$ cat config.mk
export PLATFORM = sky130hd
export DESIGN_NAME = integer_square_root_core
export DESIGN_NICKNAME = d
export VERILOG_FILES = /design/src/hw/rtl/isr_pkg.sv /design/src/hw/rtl/isr_datapath.sv /design/src/hw/rtl/isr_ctrl.sv /design/src/hw/rtl/integer_square_root_core.sv
export SDC_FILE = /design/constraint.sdc
export NUM_CORES = 1
export LEC_CHECK = 0
export BUFFER_PORTS_ARGS = -buffer_cell sky130_fd_sc_hd__buf_2
export CORE_MARGIN = 2
export CORE_UTILIZATION = 55
export CTS_CLUSTER_DIAMETER = 100
export CTS_CLUSTER_SIZE = 12
export DETAILED_ROUTE_END_ITERATION = 6
export GPL_ROUTABILITY_DRIVEN = 0
export PLACE_DENSITY = 0.88
export SYNTH_ARGS = -nofsm -noshare
export SYNTH_HDL_FRONTEND = slang
export SYNTH_SLANG_ARGS = --single-unit
$ cat constraint.sdc
create_clock -name clk -period 4.8 [get_ports clk]
set_input_delay 0.48 -clock clk [delete_from_list [all_inputs] [get_ports clk]]
set_output_delay 0.48 -clock clk [all_outputs]
set_load 0.01 [all_outputs]
$ cat src/hw/rtl/isr_pkg.sv
// ----------------------------------------------------------------------------
// isr_pkg: shared types and constants for the integer square root core
// Holds the controller-to-datapath command bundle and fixed field widths.
// ----------------------------------------------------------------------------
package isr_pkg;

  // Width of the result root field.
  localparam int ROOT_WIDTH = 32;

  // Width of the configuration data bus.
  localparam int CFG_DATA_WIDTH = 32;

  // Width of the configuration byte address.
  localparam int CFG_ADDR_WIDTH = 3;

  // Register index of round_mode.
  localparam logic REG_ROUND_MODE = 1'b0;

  // Commands from the controller to the datapath.
  typedef struct packed {
    logic load;       // Capture a new operand and clear the root.
    logic step;       // Resolve one root bit.
    logic round_fin;  // Apply rounding and register the result.
    logic neg_fin;    // Register the negative-input result.
  } isr_cmd_t;

endpackage

$ cat src/hw/rtl/isr_datapath.sv
// ----------------------------------------------------------------------------
// isr_datapath: digit-by-digit square root datapath
// Holds operand, partial root and remainder, and the result registers.
// ----------------------------------------------------------------------------
module isr_datapath #(
  parameter int IN_WIDTH = 64,
  parameter int ITER     = 32
) (
  input  logic                          clk,
  input  logic [63:0]                   in_value,
  input  logic                          round_mode,
  input  isr_pkg::isr_cmd_t             cmd,
  output logic                          in_negative,
  output logic [isr_pkg::ROOT_WIDTH-1:0] out_root,
  output logic                          out_negative_error
);
  import isr_pkg::*;

  localparam int OP_W = 2 * ITER;

  logic [OP_W-1:0]       op_r, op_nxt;
  logic [ITER-1:0]       root_r, root_nxt;
  logic [ITER:0]         rem_r, rem_nxt;
  logic [ITER+1:0]       rem_shift;
  logic [ITER+1:0]       trial;
  logic [ITER+1:0]       diff;
  logic                  fits;
  logic                  round_up;
  logic [ITER:0]         root_rounded;
  logic [ROOT_WIDTH-1:0] res_root_r, res_root_nxt;
  logic                  res_err_r, res_err_nxt;

  // The sign is bit IN_WIDTH-1; higher input bits are ignored.
  assign in_negative = in_value[IN_WIDTH-1];

  // One restoring step: bring down two operand bits and try root*4+1.
  assign rem_shift = {rem_r[ITER-1:0], op_r[OP_W-1 -: 2]};
  assign trial     = {root_r, 2'b01};
  assign diff      = rem_shift - trial;
  assign fits      = (rem_shift >= trial);

  // Nearest rounding: the next root is closer exactly when the remainder exceeds r.
  assign round_up     = round_mode && (rem_r > {1'b0, root_r});
  assign root_rounded = {1'b0, root_r} + {{ITER{1'b0}}, round_up};

  // Next-state logic for the iteration registers.
  always_comb begin
    op_nxt   = op_r;
    root_nxt = root_r;
    rem_nxt  = rem_r;
    if (cmd.load) begin
      op_nxt   = OP_W'(in_value[IN_WIDTH-1:0]);
      root_nxt = '0;
      rem_nxt  = '0;
    end else if (cmd.step) begin
      op_nxt   = {op_r[OP_W-3:0], 2'b00};
      root_nxt = {root_r[ITER-2:0], fits};
      rem_nxt  = fits ? diff[ITER:0] : rem_shift[ITER:0];
    end
  end

  // Next-state logic for the result registers.
  always_comb begin
    res_root_nxt = res_root_r;
    res_err_nxt  = res_err_r;
    if (cmd.neg_fin) begin
      res_root_nxt = '0;
      res_err_nxt  = 1'b1;
    end else if (cmd.round_fin) begin
      res_root_nxt = ROOT_WIDTH'(root_rounded);
      res_err_nxt  = 1'b0;
    end
  end

  // Payload registers need no reset.
  always_ff @(posedge clk) begin
    op_r       <= op_nxt;
    root_r     <= root_nxt;
    rem_r      <= rem_nxt;
    res_root_r <= res_root_nxt;
    res_err_r  <= res_err_nxt;
  end

  assign out_root           = res_root_r;
  assign out_negative_error = res_err_r;

endmodule

$ cat src/hw/rtl/isr_ctrl.sv
// ----------------------------------------------------------------------------
// isr_ctrl: sequencing controller for the integer square root core
// Steps the datapath through the root iterations and strobes the result.
// ----------------------------------------------------------------------------
module isr_ctrl #(
  parameter int ITER = 32
) (
  input  logic              clk,
  input  logic              rst_n,
  input  logic              start,
  input  logic              in_negative,
  output logic              busy,
  output logic              out_valid,
  output isr_pkg::isr_cmd_t cmd
);
  import isr_pkg::*;

  localparam int CNT_W = $clog2(ITER);

  localparam logic [1:0] ST_IDLE  = 2'd0;
  localparam logic [1:0] ST_CALC  = 2'd1;
  localparam logic [1:0] ST_ROUND = 2'd2;

  logic [1:0]       state_r, state_nxt;
  logic [CNT_W-1:0] cnt_r, cnt_nxt;
  logic             valid_r, valid_nxt;
  logic             accept;
  logic             last_step;

  assign accept    = start && !busy;
  assign last_step = (cnt_r == CNT_W'(ITER - 1));

  // State transitions and datapath commands.
  always_comb begin
    state_nxt     = state_r;
    cnt_nxt       = cnt_r;
    valid_nxt     = 1'b0;
    cmd           = '0;
    case (state_r)
      ST_IDLE: begin
        if (accept) begin
          if (in_negative) begin
            cmd.neg_fin = 1'b1;
            valid_nxt   = 1'b1;
          end else begin
            cmd.load  = 1'b1;
            cnt_nxt   = '0;
            state_nxt = ST_CALC;
          end
        end
      end
      ST_CALC: begin
        cmd.step = 1'b1;
        cnt_nxt  = cnt_r + 1'b1;
        if (last_step) begin
          cnt_nxt   = '0;
          state_nxt = ST_ROUND;
        end
      end
      ST_ROUND: begin
        cmd.round_fin = 1'b1;
        valid_nxt     = 1'b1;
        state_nxt     = ST_IDLE;
      end
      default: begin
        state_nxt = ST_IDLE;
        cnt_nxt   = '0;
      end
    endcase
  end

  // Control registers.
  always_ff @(posedge clk) begin
    if (!rst_n) begin
      state_r <= ST_IDLE;
      cnt_r   <= '0;
      valid_r <= 1'b0;
    end else begin
      state_r <= state_nxt;
      cnt_r   <= cnt_nxt;
      valid_r <= valid_nxt;
    end
  end

  assign busy      = (state_r != ST_IDLE);
  assign out_valid = valid_r;

`ifndef SYNTHESIS
  // A result strobe follows only the rounding state or a negative transfer.
  a_valid_source: assert property (@(posedge clk) disable iff (!rst_n)
    out_valid |-> $past(state_r == ST_ROUND || (accept && in_negative)))
    else $error("result strobe without a finishing cycle");

  // A non-negative transfer starts the iteration.
  a_start_calc: assert property (@(posedge clk) disable iff (!rst_n)
    accept && !in_negative |=> state_r == ST_CALC && cnt_r == '0)
    else $error("accepted operand did not start iterating");

  // The last iteration leads to rounding.
  a_calc_round: assert property (@(posedge clk) disable iff (!rst_n)
    state_r == ST_CALC && last_step |=> state_r == ST_ROUND)
    else $error("iteration count overran");

  // Rounding produces exactly one strobe and frees the core.
  a_round_done: assert property (@(posedge clk) disable iff (!rst_n)
    state_r == ST_ROUND |=> out_valid && !busy)
    else $error("rounding did not deliver a result");
`endif

endmodule

$ cat src/hw/rtl/integer_square_root_core.sv
// ----------------------------------------------------------------------------
// integer_square_root_core: integer square root of a signed operand
// Floor or nearest root selected by the round_mode register.
// ----------------------------------------------------------------------------
// An operand is taken when start is high and busy is low. A non-negative
// operand goes through (IN_WIDTH+1)/2 iterations of the shared digit-by-digit
// step, one root bit each, and then through the rounding state. The result is
// strobed on out_valid in the cycle after rounding, and busy falls at the same
// time, so a new operand may be started while the result is shown.
// A negative operand is answered in the next cycle with root 0 and
// out_negative_error set. Results are shown for one cycle only; the receiver
// must take them then. round_mode sits at byte address 0 of the APB port and
// may be written only while the core is idle.
module integer_square_root_core #(
  parameter int IN_WIDTH = 64
) (
  input  logic                               clk,
  input  logic                               rst_n,
  input  logic                               start,
  output logic                               busy,
  input  logic [63:0]                        in_value,
  output logic                               out_valid,
  output logic [isr_pkg::ROOT_WIDTH-1:0]     out_root,
  output logic                               out_negative_error,
  input  logic                               psel,
  input  logic                               penable,
  input  logic                               pwrite,
  input  logic [isr_pkg::CFG_ADDR_WIDTH-1:0] paddr,
  input  logic [isr_pkg::CFG_DATA_WIDTH-1:0] pwdata,
  output logic [isr_pkg::CFG_DATA_WIDTH-1:0] prdata,
  output logic                               pready
);
  import isr_pkg::*;

  localparam int ITER = (IN_WIDTH + 1) / 2;

  isr_cmd_t cmd;
  logic     in_negative;
  logic     round_mode_r, round_mode_nxt;
  logic     reg_sel;

  // Register decode: word address bit selects the register index.
  assign pready  = 1'b1;
  assign reg_sel = (paddr[CFG_ADDR_WIDTH-1] == REG_ROUND_MODE);

  always_comb begin
    round_mode_nxt = round_mode_r;
    if (psel && penable && pwrite && pready && reg_sel) begin
      round_mode_nxt = pwdata[0];
    end
  end

  always_ff @(posedge clk) begin
    if (!rst_n) begin
      round_mode_r <= 1'b0;
    end else begin
      round_mode_r <= round_mode_nxt;
    end
  end

  // Read back the selected register.
  assign prdata = reg_sel ? {{(CFG_DATA_WIDTH-1){1'b0}}, round_mode_r} : '0;

  isr_ctrl #(
    .ITER (ITER)
  ) u_ctrl (
    .clk         (clk),
    .rst_n       (rst_n),
    .start       (start),
    .in_negative (in_negative),
    .busy        (busy),
    .out_valid   (out_valid),
    .cmd         (cmd)
  );

  isr_datapath #(
    .IN_WIDTH (IN_WIDTH),
    .ITER     (ITER)
  ) u_datapath (
    .clk                (clk),
    .in_value           (in_value),
    .round_mode         (round_mode_r),
    .cmd                (cmd),
    .in_negative        (in_negative),
    .out_root           (out_root),
    .out_negative_error (out_negative_error)
  );

endmodule
**Word level (Yosys, flattened, before mapping)**

Cells that the tools add are included.

- Output and inout bits: 68
- Bits in registers: 171
- Word-level logic and storage cells: 54
- Input port bits: 105

- Magnitude comparators: 2
- Multiplexer cells: 21
- Reduce and logical (&&, ||, !) cells: 11
- $add $sub $neg: 3
- Equal/unequal tests: 6
- Bitwise operators: 2

Operator list:

| operator | count |
|---|---|
| 2-to-1 mux 64 bit | 2 |
| greater-or-equal comparator 34 bit | 1 |
| > comparator 33 x 32 -> 1 bit | 1 |
| 2-to-1 mux 33 bit | 1 |
| subtractor 33 bit | 1 |
| adder 32 x 1 -> 32 bit | 1 |
| 2-to-1 mux 5 bit | 3 |
| case mux 5 bit (3 select lines) | 1 |
| 2-to-1 mux 1 bit | 9 |
| 2-to-1 mux 2 bit | 3 |
| AND reduction 3 bit | 2 |
| adder 5 x 1 -> 5 bit, second input constant | 1 |
| equality test 5 bit, second input constant | 1 |
| logical AND 1 bit | 5 |
| != test 2 x 1 -> 1 bit, second input constant | 2 |
| case mux 2 bit (2 select lines) | 1 |
| nonzero test 2 bit | 2 |
| equality test 2 x 1 -> 1 bit, second input constant | 1 |
| equality test 2 bit, second input constant | 1 |
| logical NOT 2 bit | 1 |
| != test 2 bit, second input constant | 1 |
| NOT 1 bit | 2 |
| case mux 1 bit (2 select lines) | 1 |
| logical NOT 1 bit | 1 |

**Longest topological paths before layout**

Gate-level depths: netlist of run 1.

- Word-level depth: 6
- Gate-level depth with buffers: 21
- Depth with buffers taken out: 20

**By module**

From an unflattened synthesis of run 1, not the netlist that was laid out.

- Cell total of the unflattened synthesis: 1058
- Area, all modules: 10144.7 µm²

By module, submodules not included:

| module | seq. area each (µm²) | instances | cells an instance | area an instance (µm²) |
|---|---|---|---|---|
| isr_datapath | 3883.7 | 1 | 976 | 9431.5 |
| isr_ctrl | 160.2 | 1 | 42 | 397.9 |
| integer_square_root_core | 20.0 | 1 | 40 | 315.3 |

**Worst setup path after synthesis of run 1**

Ideal clock, no wire load.

- Kind: reg2reg
- Start: reg u_datapath.root_r[12]
- End: reg u_datapath.res_root_r[30], in the netlist u_datapath.out_root[30]
- Required time: 4714 ps
- Buffers on the path: 1
- Cell stages (with the launch flop): 21
- Setup time: 86 ps
- Data arrival time: 3645 ps
- Period minus slack after synthesis: 3730 ps
- Setup slack: 1070 ps
- Path through: dfxtp_1 inv_1 ha_1 clkbuf_1 and4_1 and2_1 nand2_1 o21ai_0 nand3_1 a21o_1 a31oi_1 ha_1 ha_1 nand3_1 nor2_1 and3_1 and2_1 nor2b_1 nand4_1 xnor2_1 a211oi_1

- Cells in the longest elaborated chain, start to end: 3

Ends and longest elaborated chain:

| element | line | source |
|---|---|---|
| from (decl) | isr_datapath.sv:22 | `logic [ITER-1:0] root_r, root_nxt;` |
| from (signal assigned) | isr_datapath.sv:78 | `root_r <= root_nxt;` |
| > comparator 33 x 32 -> 1 bit | isr_datapath.sv:43 | `assign round_up = round_mode && (rem_r > {1'b0, root_r});` |
| logical AND 1 bit | isr_datapath.sv:43 |  |
| adder 32 x 1 -> 32 bit * | isr_datapath.sv:44 | `assign root_rounded = {1'b0, root_r} + {{ITER{1'b0}}, round_up};` |
| to (signal assigned) | isr_datapath.sv:80 | `res_root_r <= res_root_nxt;` |
| to (decl) | isr_datapath.sv:30 | `logic [ROOT_WIDTH-1:0] res_root_r, res_root_nxt;` |

Mark *: on every way between the ends. The rest lies on a longest branch, timed or not.
A chain may end at the register's enable or synchronous reset.

**Final worst setup path of run 1**

- Start: reg u_datapath.root_r[11]
- End: reg u_datapath.res_root_r[30], in the netlist u_datapath.out_root[30]

The elaborated chain is that of the path after synthesis.

==> results of run 1 <==
## synthesized netlist by cell type, types with 2 or more instances
cell / count
buf_6: 2
or3_1: 2
buf_4: 32
a31oi_1: 8
a41oi_1: 2
nor2b_1: 13
a21oi_1: 39
a22oi_1: 2
buf_2: 4
nor4_1: 3
nand3_1: 18
nand2b_1: 4
nand4_1: 7
mux2_2: 62
o22ai_1: 34
nand2_1: 68
o21bai_1: 4
o31ai_1: 2
mux2i_1: 18
a211oi_1: 37
inv_1: 45
o21ai_1: 32
o211ai_1: 2
o211a_1: 2
a221o_1: 5
a211o_1: 2
a2111oi_0: 3
xnor2_1: 49
xor2_1: 13
a21o_1: 16
edfxtp_1: 64
ha_1: 39
nor2_1: 62
and2_1: 10
buf_1: 5
nor3_1: 13
dfxtp_1: 107
and3_1: 12
conb_1: 2
a32oi_1: 10
o21ai_0: 20
clkbuf_1: 32
## through the flow
| step | setup WS, ps | power [mW] |
|---|---|---|
| 6_report | 318 | 5.54 |
| 4_1_cts | 330 | 5.53 |
| 5_1_grt | -35.2 | 5.86 |
| 3_5_place_dp | 405 | 4.10 |
| 3_3_place_gp | 535 | 4.04 |
| 2_1_floorplan | 1070 | 3.69 |
## layer usage
layer	vias to the layer above	routed length (microns)
li1	3473	-
met1	3353	8290
met2	266	9560
met3	30	1530
met4	0	330
met5	-	0
## critical path, delay by kind of cell (launching register included)
kind,cells,cell delay [ps]
xor+xnor,1,140
compound gates,4,840
flops,1,350
buf+inv,1,120
fa+ha+maj,3,950
simple gates,10,1990
## kinds of logic (layout without fill, tap and decap cells)
logic type	after synthesis	count (layout)	synth area share
AO/OA/AOI/OAI	230	230	0.166
buffers and inverters	121	191	0.0652
multiplexers	80	80	0.0963
AND/OR/NAND/NOR	221	221	0.113
other	2	32	0.000823
flip-flops	171	171	0.446
XOR/XNOR	62	62	0.0595
adder cells (fa/ha/maj)	39	39	0.0535
## placed cells by master (no fill, tap or decap), drive strengths merged, types with 11 or more instances in the layout
master and instances:
a211oi 37, a21o 16, a21oi 39, and2 11
and3 12, buf 113, clkbuf 19, conb 32
dfxtp 107, edfxtp 64, ha 39, inv 52
mux2 62, mux2i 18, nand2 69, nand3 18
nor2 63, nor2b 13, nor3 13, o21ai 53
o22ai 34, xnor2 49, xor2 13
## area by class of cell
type                    count  area share
multi-input cells         664       0.446
clock inverters            13      0.0148
inverters                  46      0.0169
well taps                 220      0.0267
flip-flops and latches    171       0.394
clock buffers              19      0.0440
repair buffers            113      0.0575
## state kept, by name (all words and copies together), names as in the netlist
name / flops
u_datapath.out_negative_error: 1
u_datapath.op_r: 64
u_ctrl.cnt_r: 5
u_datapath.rem_r: 33
round_mode_r: 1
u_ctrl.out_valid: 1
u_ctrl.state_r: 2
u_datapath.root_r: 32
u_datapath.out_root: 32
## final timing paths
kind	start	end	slack [ps]	cells after the start
setup reg to reg	u_datapath.root_r[11]	u_datapath.out_root[30]	320	19
hold / removal	pwdata[0]	round_mode_r	320	3
setup / recovery	u_datapath.root_r[11]	u_datapath.out_root[30]	320	19
hold reg to reg	u_ctrl.cnt_r[3]	u_ctrl.cnt_r[3]	450	1
## report_power, final
group	leakage, nW	switching, mW	total (mW)	internal (mW)
Combinational	2.32	1.34	2.35	1.01
Sequential	1.49	0.101	1.77	1.67
Clock	0.298	0.608	1.42	0.812
==> impl_results.md, run 1 <==
* Outcome: finished, violations left
* Failing checks: DRC
* Vias in the first global route at 6,828
* N_diodes at 0
* CP peak stage delay at 450 ps
* Area grow syn2layout at 13.1%
* Final ANT Viol Nets at 0
* Fin nets at 1,157
* Post-CTS Setup Bufs at 0
* Htree depth at 4
* Register bit total from synthesis at 171
* Cells after synthesis at 926
* Detailed-placement wirelength estimate at 13.8 mm
* Post-synth cell types at 62
* Final worst path period share at 0.934
* GR Util met3 at 0.0663
* Die H at 133 microns
* CTS tree: yes
* Fillers at 1,305
* Power density over the cells at 537 nW/um^2
* Design Area, Final at 10,300 sq um
* Placed cell areas at 9700 sq um
* Root buf cell: clkbuf_16
* Share of layout cells above drive strength 1 at 0.215
* Crit-path max FO at 7
* Crit Path Category: flop to flop
* Startpoint types: flop
* GRT Max-Usage Layer: met2
* DRT iter0 DRCs at 486
* Setup TNS at 0 ps
* Grt ovf at 0
* Worst skew pair latency at 430 ps
* Number of synthesized flops with an enable pin at 64
* Routed vias/inst at 5.72
* CTS Sinks at 171
* Port Buf Inserts at 107
* Yosys warnings at 0
* Non-filler cells, final at 1,246
* # DRC at 1
* GRT met1 Usage at 0.275
* Clk_skew at 7.13 ps
* Total track usage at 0.225
* Starting density of the core at 0.556
* Endpoints failing setup at 0
* Syn Area/Cell at 9.85 sq um
* Final core occ at 0.629
* Synth area leader: dfxtp_1
* Sequential cell area at 4060 sq um
* Pleak at 4.10 nW
* Cell Chain, Critical Path: inv_1, ha_1, and4_1, and2_1, nand2_1, o21ai_0, nand3_1, a21o_1, a31oi_1, ha_2, ha_1, nand3_1, nor2_2, and3_1, and2_1, nor2b_1, nand4_1, xnor2_1, a211oi_1
* Largest net degree at the start of global routing at 69
* Register area share after synthesis at 0.446
* Post-Syn Area at 9120 sq um
* Nature of the critical path endpoint: flop
* Least-Margin Pin Slew at 1230 ps
* DR vias at 7,122
* Crit path max-delay cell type: ha_1
* CTS Hold Bufs at 0
* Pre-antenna DRT Iters at 7
* Io pins at 173
* WP data required at 5150 ps
* Post_cts resized at 0
* M2 GR Usage at 0.379
* Hold_ws at 321 ps
* Core area at 16,400 sq um
* Cell row count at 47
* Synth top area share at 0.235
* Max-cap violations at 0
* CTS Buffer Depth at 2
* Final max-slew violation count at 0
* Fmax at 223 MHz
* First-pass GRT wire length at 32.1 mm
* Antenna violations before repair at 0
* Cell total after placement at 1,214
* Die ar. at 17,600 sq um
* Asr flop ratio synth at 0
* Synth top area cells: dfxtp_1 (23%), edfxtp_1 (21%), mux2_2 (7.7%), ha_1 (5.4%), xnor2_1 (4.7%)
* Fin crit period at 4480 ps
* Total Wirelength at 19.7 mm
* CTS Buf Count at 17
* Routed WL per cell at 15.8 microns
* Area of the multi-input gates at 4600 sq um
* Final hold violations at 0
* Relative slew slack at 0.177
* Main synth FF type: dfxtp_1
* Crit path DAT at 4830 ps
* Tightest Hold Check Type: primary input to flop
* Horiz. Die Dim at 133 microns
* Largest vdd supply drop at 347 uV
* Worst-path clk slew at 70 ps
Power figures use the tool's default switching activity.
==> inputs of run 2 (changes only) <==
Settings changed: CORE_ASPECT_RATIO set to 0.75, CORE_MARGIN 2 to unset, RECOVER_POWER set to 50.
==> run 2 against run 1 <==
  * The flow finishes with violations (capacitance limit, slew limit)
  * Clock power is essentially flat
  * Critical path depth down 1
  * Register-to-register slack gained 50 ps
  * Sequential share of layout area up 0.33 points
  * Total power increased by 0.45%
  * Utilization rose by 0.61 points
  * Critical path type unchanged
==> impl_results.md, run 2 (same netlist as run 1, synthesis figures left out) <==
* Design Area, Final at 10,200 sq um
* First-pass GRT wire length at 32.5 mm
* Setup crit start: u_datapath.root_r[8]
* Final worst path period share at 0.924
* Origin of the critical flop-to-flop path: u_datapath.root_r[8]
* Fmax at 226 MHz
* Pleak at 3.94 nW
* Pre-CTS WS at 425 ps
* Non-filler cells, final at 1,239
* Post_cts resized at 0
* Largest net degree at the start of global routing at 63
* Antenna violations before repair at 0
* Least-Margin Pin Slew at 2500 ps
* Detailed-placement wirelength estimate at 14.0 mm
* Biggest regs: u_datapath.op_r x64, u_datapath.rem_r x33
* Tightest Hold Check Type: primary input to flop
* Endpoints failing setup at 0
* Die ar. at 17,100 sq um
* Relative slew slack at -0.668
* Sequential share of power at 0.318
* Clk pwr share at 0.253
* Outcome: finished, violations left
* RSZ-0062 raised after global routing: no
* CTS Hold Bufs at 0
* Final max-slew violation count at 171
* Share of layout cells above drive strength 1 at 0.170
* Largest vdd supply drop at 332 uV
* Cell Chain, Critical Path: inv_1, ha_1, nand4_1, o41a_1, o21ai_0, nand3_1, a21o_1, a31oi_1, ha_1, ha_1, nand3_1, nor2_2, and3_1, and2_1, nor2b_1, nand4_1, xnor2_1, a211oi_1
* Worst-path clk slew at 70 ps
* Fin nets at 1,160
* Crit path top cell by count: ha_1
* Final ANT Viol Nets at 0
* Placed cell areas at 9700 sq um
* N_diodes at 0
* Grt ovf at 0
* Worst skew pair latency at 440 ps
* Switching share of total power at 0.376
* Post-CTS Setup Bufs at 0
* Crit path max-delay cell type: ha_1
* Crit-path max FO at 9
* Psw at 2.09 mW
* Total power at 5.57 mW
* Nature of the critical path endpoint: flop
* CTS Buf Count at 17
* Combinational share of power at 0.428
* Max-cap violations at 4
* Hold_sp: pwdata[0]
* Pre-antenna DRT Iters at 5
* Total Wirelength at 20.4 mm
* Routed vias/inst at 5.76
* P_int at 3.47 mW
* Max reg flops at 64
* Worst Slack Setup Final at 367 ps
* Crit Path Category: flop to flop
* DRT iter0 DRCs at 617
* Htree depth at 4
* Io pins at 173
* Core area at 16,100 sq um
* Clk_skew at 9.43 ps
* CTS tree: yes
* Commonest non-fill, non-tap cells in the layout: dfxtp_1 (107), buf_2 (71), nand2_1 (68)
* Fin crit period at 4430 ps
* # DRC at 0
* CTS Sinks at 171
* Largest Register: u_datapath.op_r
* Horiz. Die Dim at 151 microns
* DR vias at 7,142
* CP peak stage delay at 530 ps
* Cell row count at 40
* Power density over the cells at 544 nW/um^2
* Vias in the first global route at 6,709
* Total track usage at 0.243
* Port Buf Inserts at 107
* Final hold violations at 0
* Setup TNS at 0 ps
* Root buf cell: clkbuf_16
* Die H at 114 microns
* WP data required at 5130 ps
* Cell total after placement at 1,207
* Starting density of the core at 0.566
* Startpoint types: flop
* Crit path DAT at 4760 ps
* Routed WL per cell at 16.4 microns
* Commonest non-fill, non-tap cell in the layout: dfxtp_1
* Area grow syn2layout at 12.2%
* Failing checks: capacitance limit, slew limit
* CTS Buffer Depth at 2
-- run 2: routing by layer --
layer	GRT usage	share of wire	vias to the layer above
met5	0	0	-
li1	-	-	3476
met3	0.0676	0.068	29
met1	0.325	0.47	3386
met2	0.385	0.45	251
met4	0.0707	0.013	0
-- run 2: area by class of cell --
class | instances | area (sq um)
Fill cell | 1320 | 5890
Multi-Input combinational cell | 664 | 4590
Sequential cell | 171 | 4060
Timing Repair Buffer | 116 | 541
Clock buffer | 20 | 479
Tap cell | 210 | 263
Inverter | 46 | 174
Clock inverter | 12 | 123
-- run 2: metrics by stage --
stage / hold slack [ps] / util
2_1_floorplan: 414 / -
3_3_place_gp: 429 / 0.602
3_5_place_dp: 434 / 0.602
4_1_cts: 309 / 0.639
5_1_grt: 309 / 0.635
6_report: 313 / 0.635
-- run 2: worst paths after layout --
check,to,slack (ps),cells after the start
max reg2reg,u_datapath.out_root[30],370,18
max,u_datapath.out_root[30],370,18
min,round_mode_r,310,3
min reg2reg,u_datapath.out_negative_error,450,1
-- run 2: power groups by stage --
stage	registers (mW)	clock network (mW)	logic (mW)
after floorplan	1.77	0	1.92
after global placement	1.79	0	2.25
after detailed placement	1.80	0	2.30
after CTS	1.77	1.42	2.35
after global routing	1.79	1.48	2.61
final	1.77	1.41	2.38
-- run 2: critical path, delay by kind of cell (launching register included) --
kind	cells	cell delay, ps
and+or+nand+nor	8	1620
AOI/OAI and AO/OA	5	1110
adders and majority gates	3	990
DFF	1	330
xor gates and xnor gates	1	150
buffers and inverters	1	110
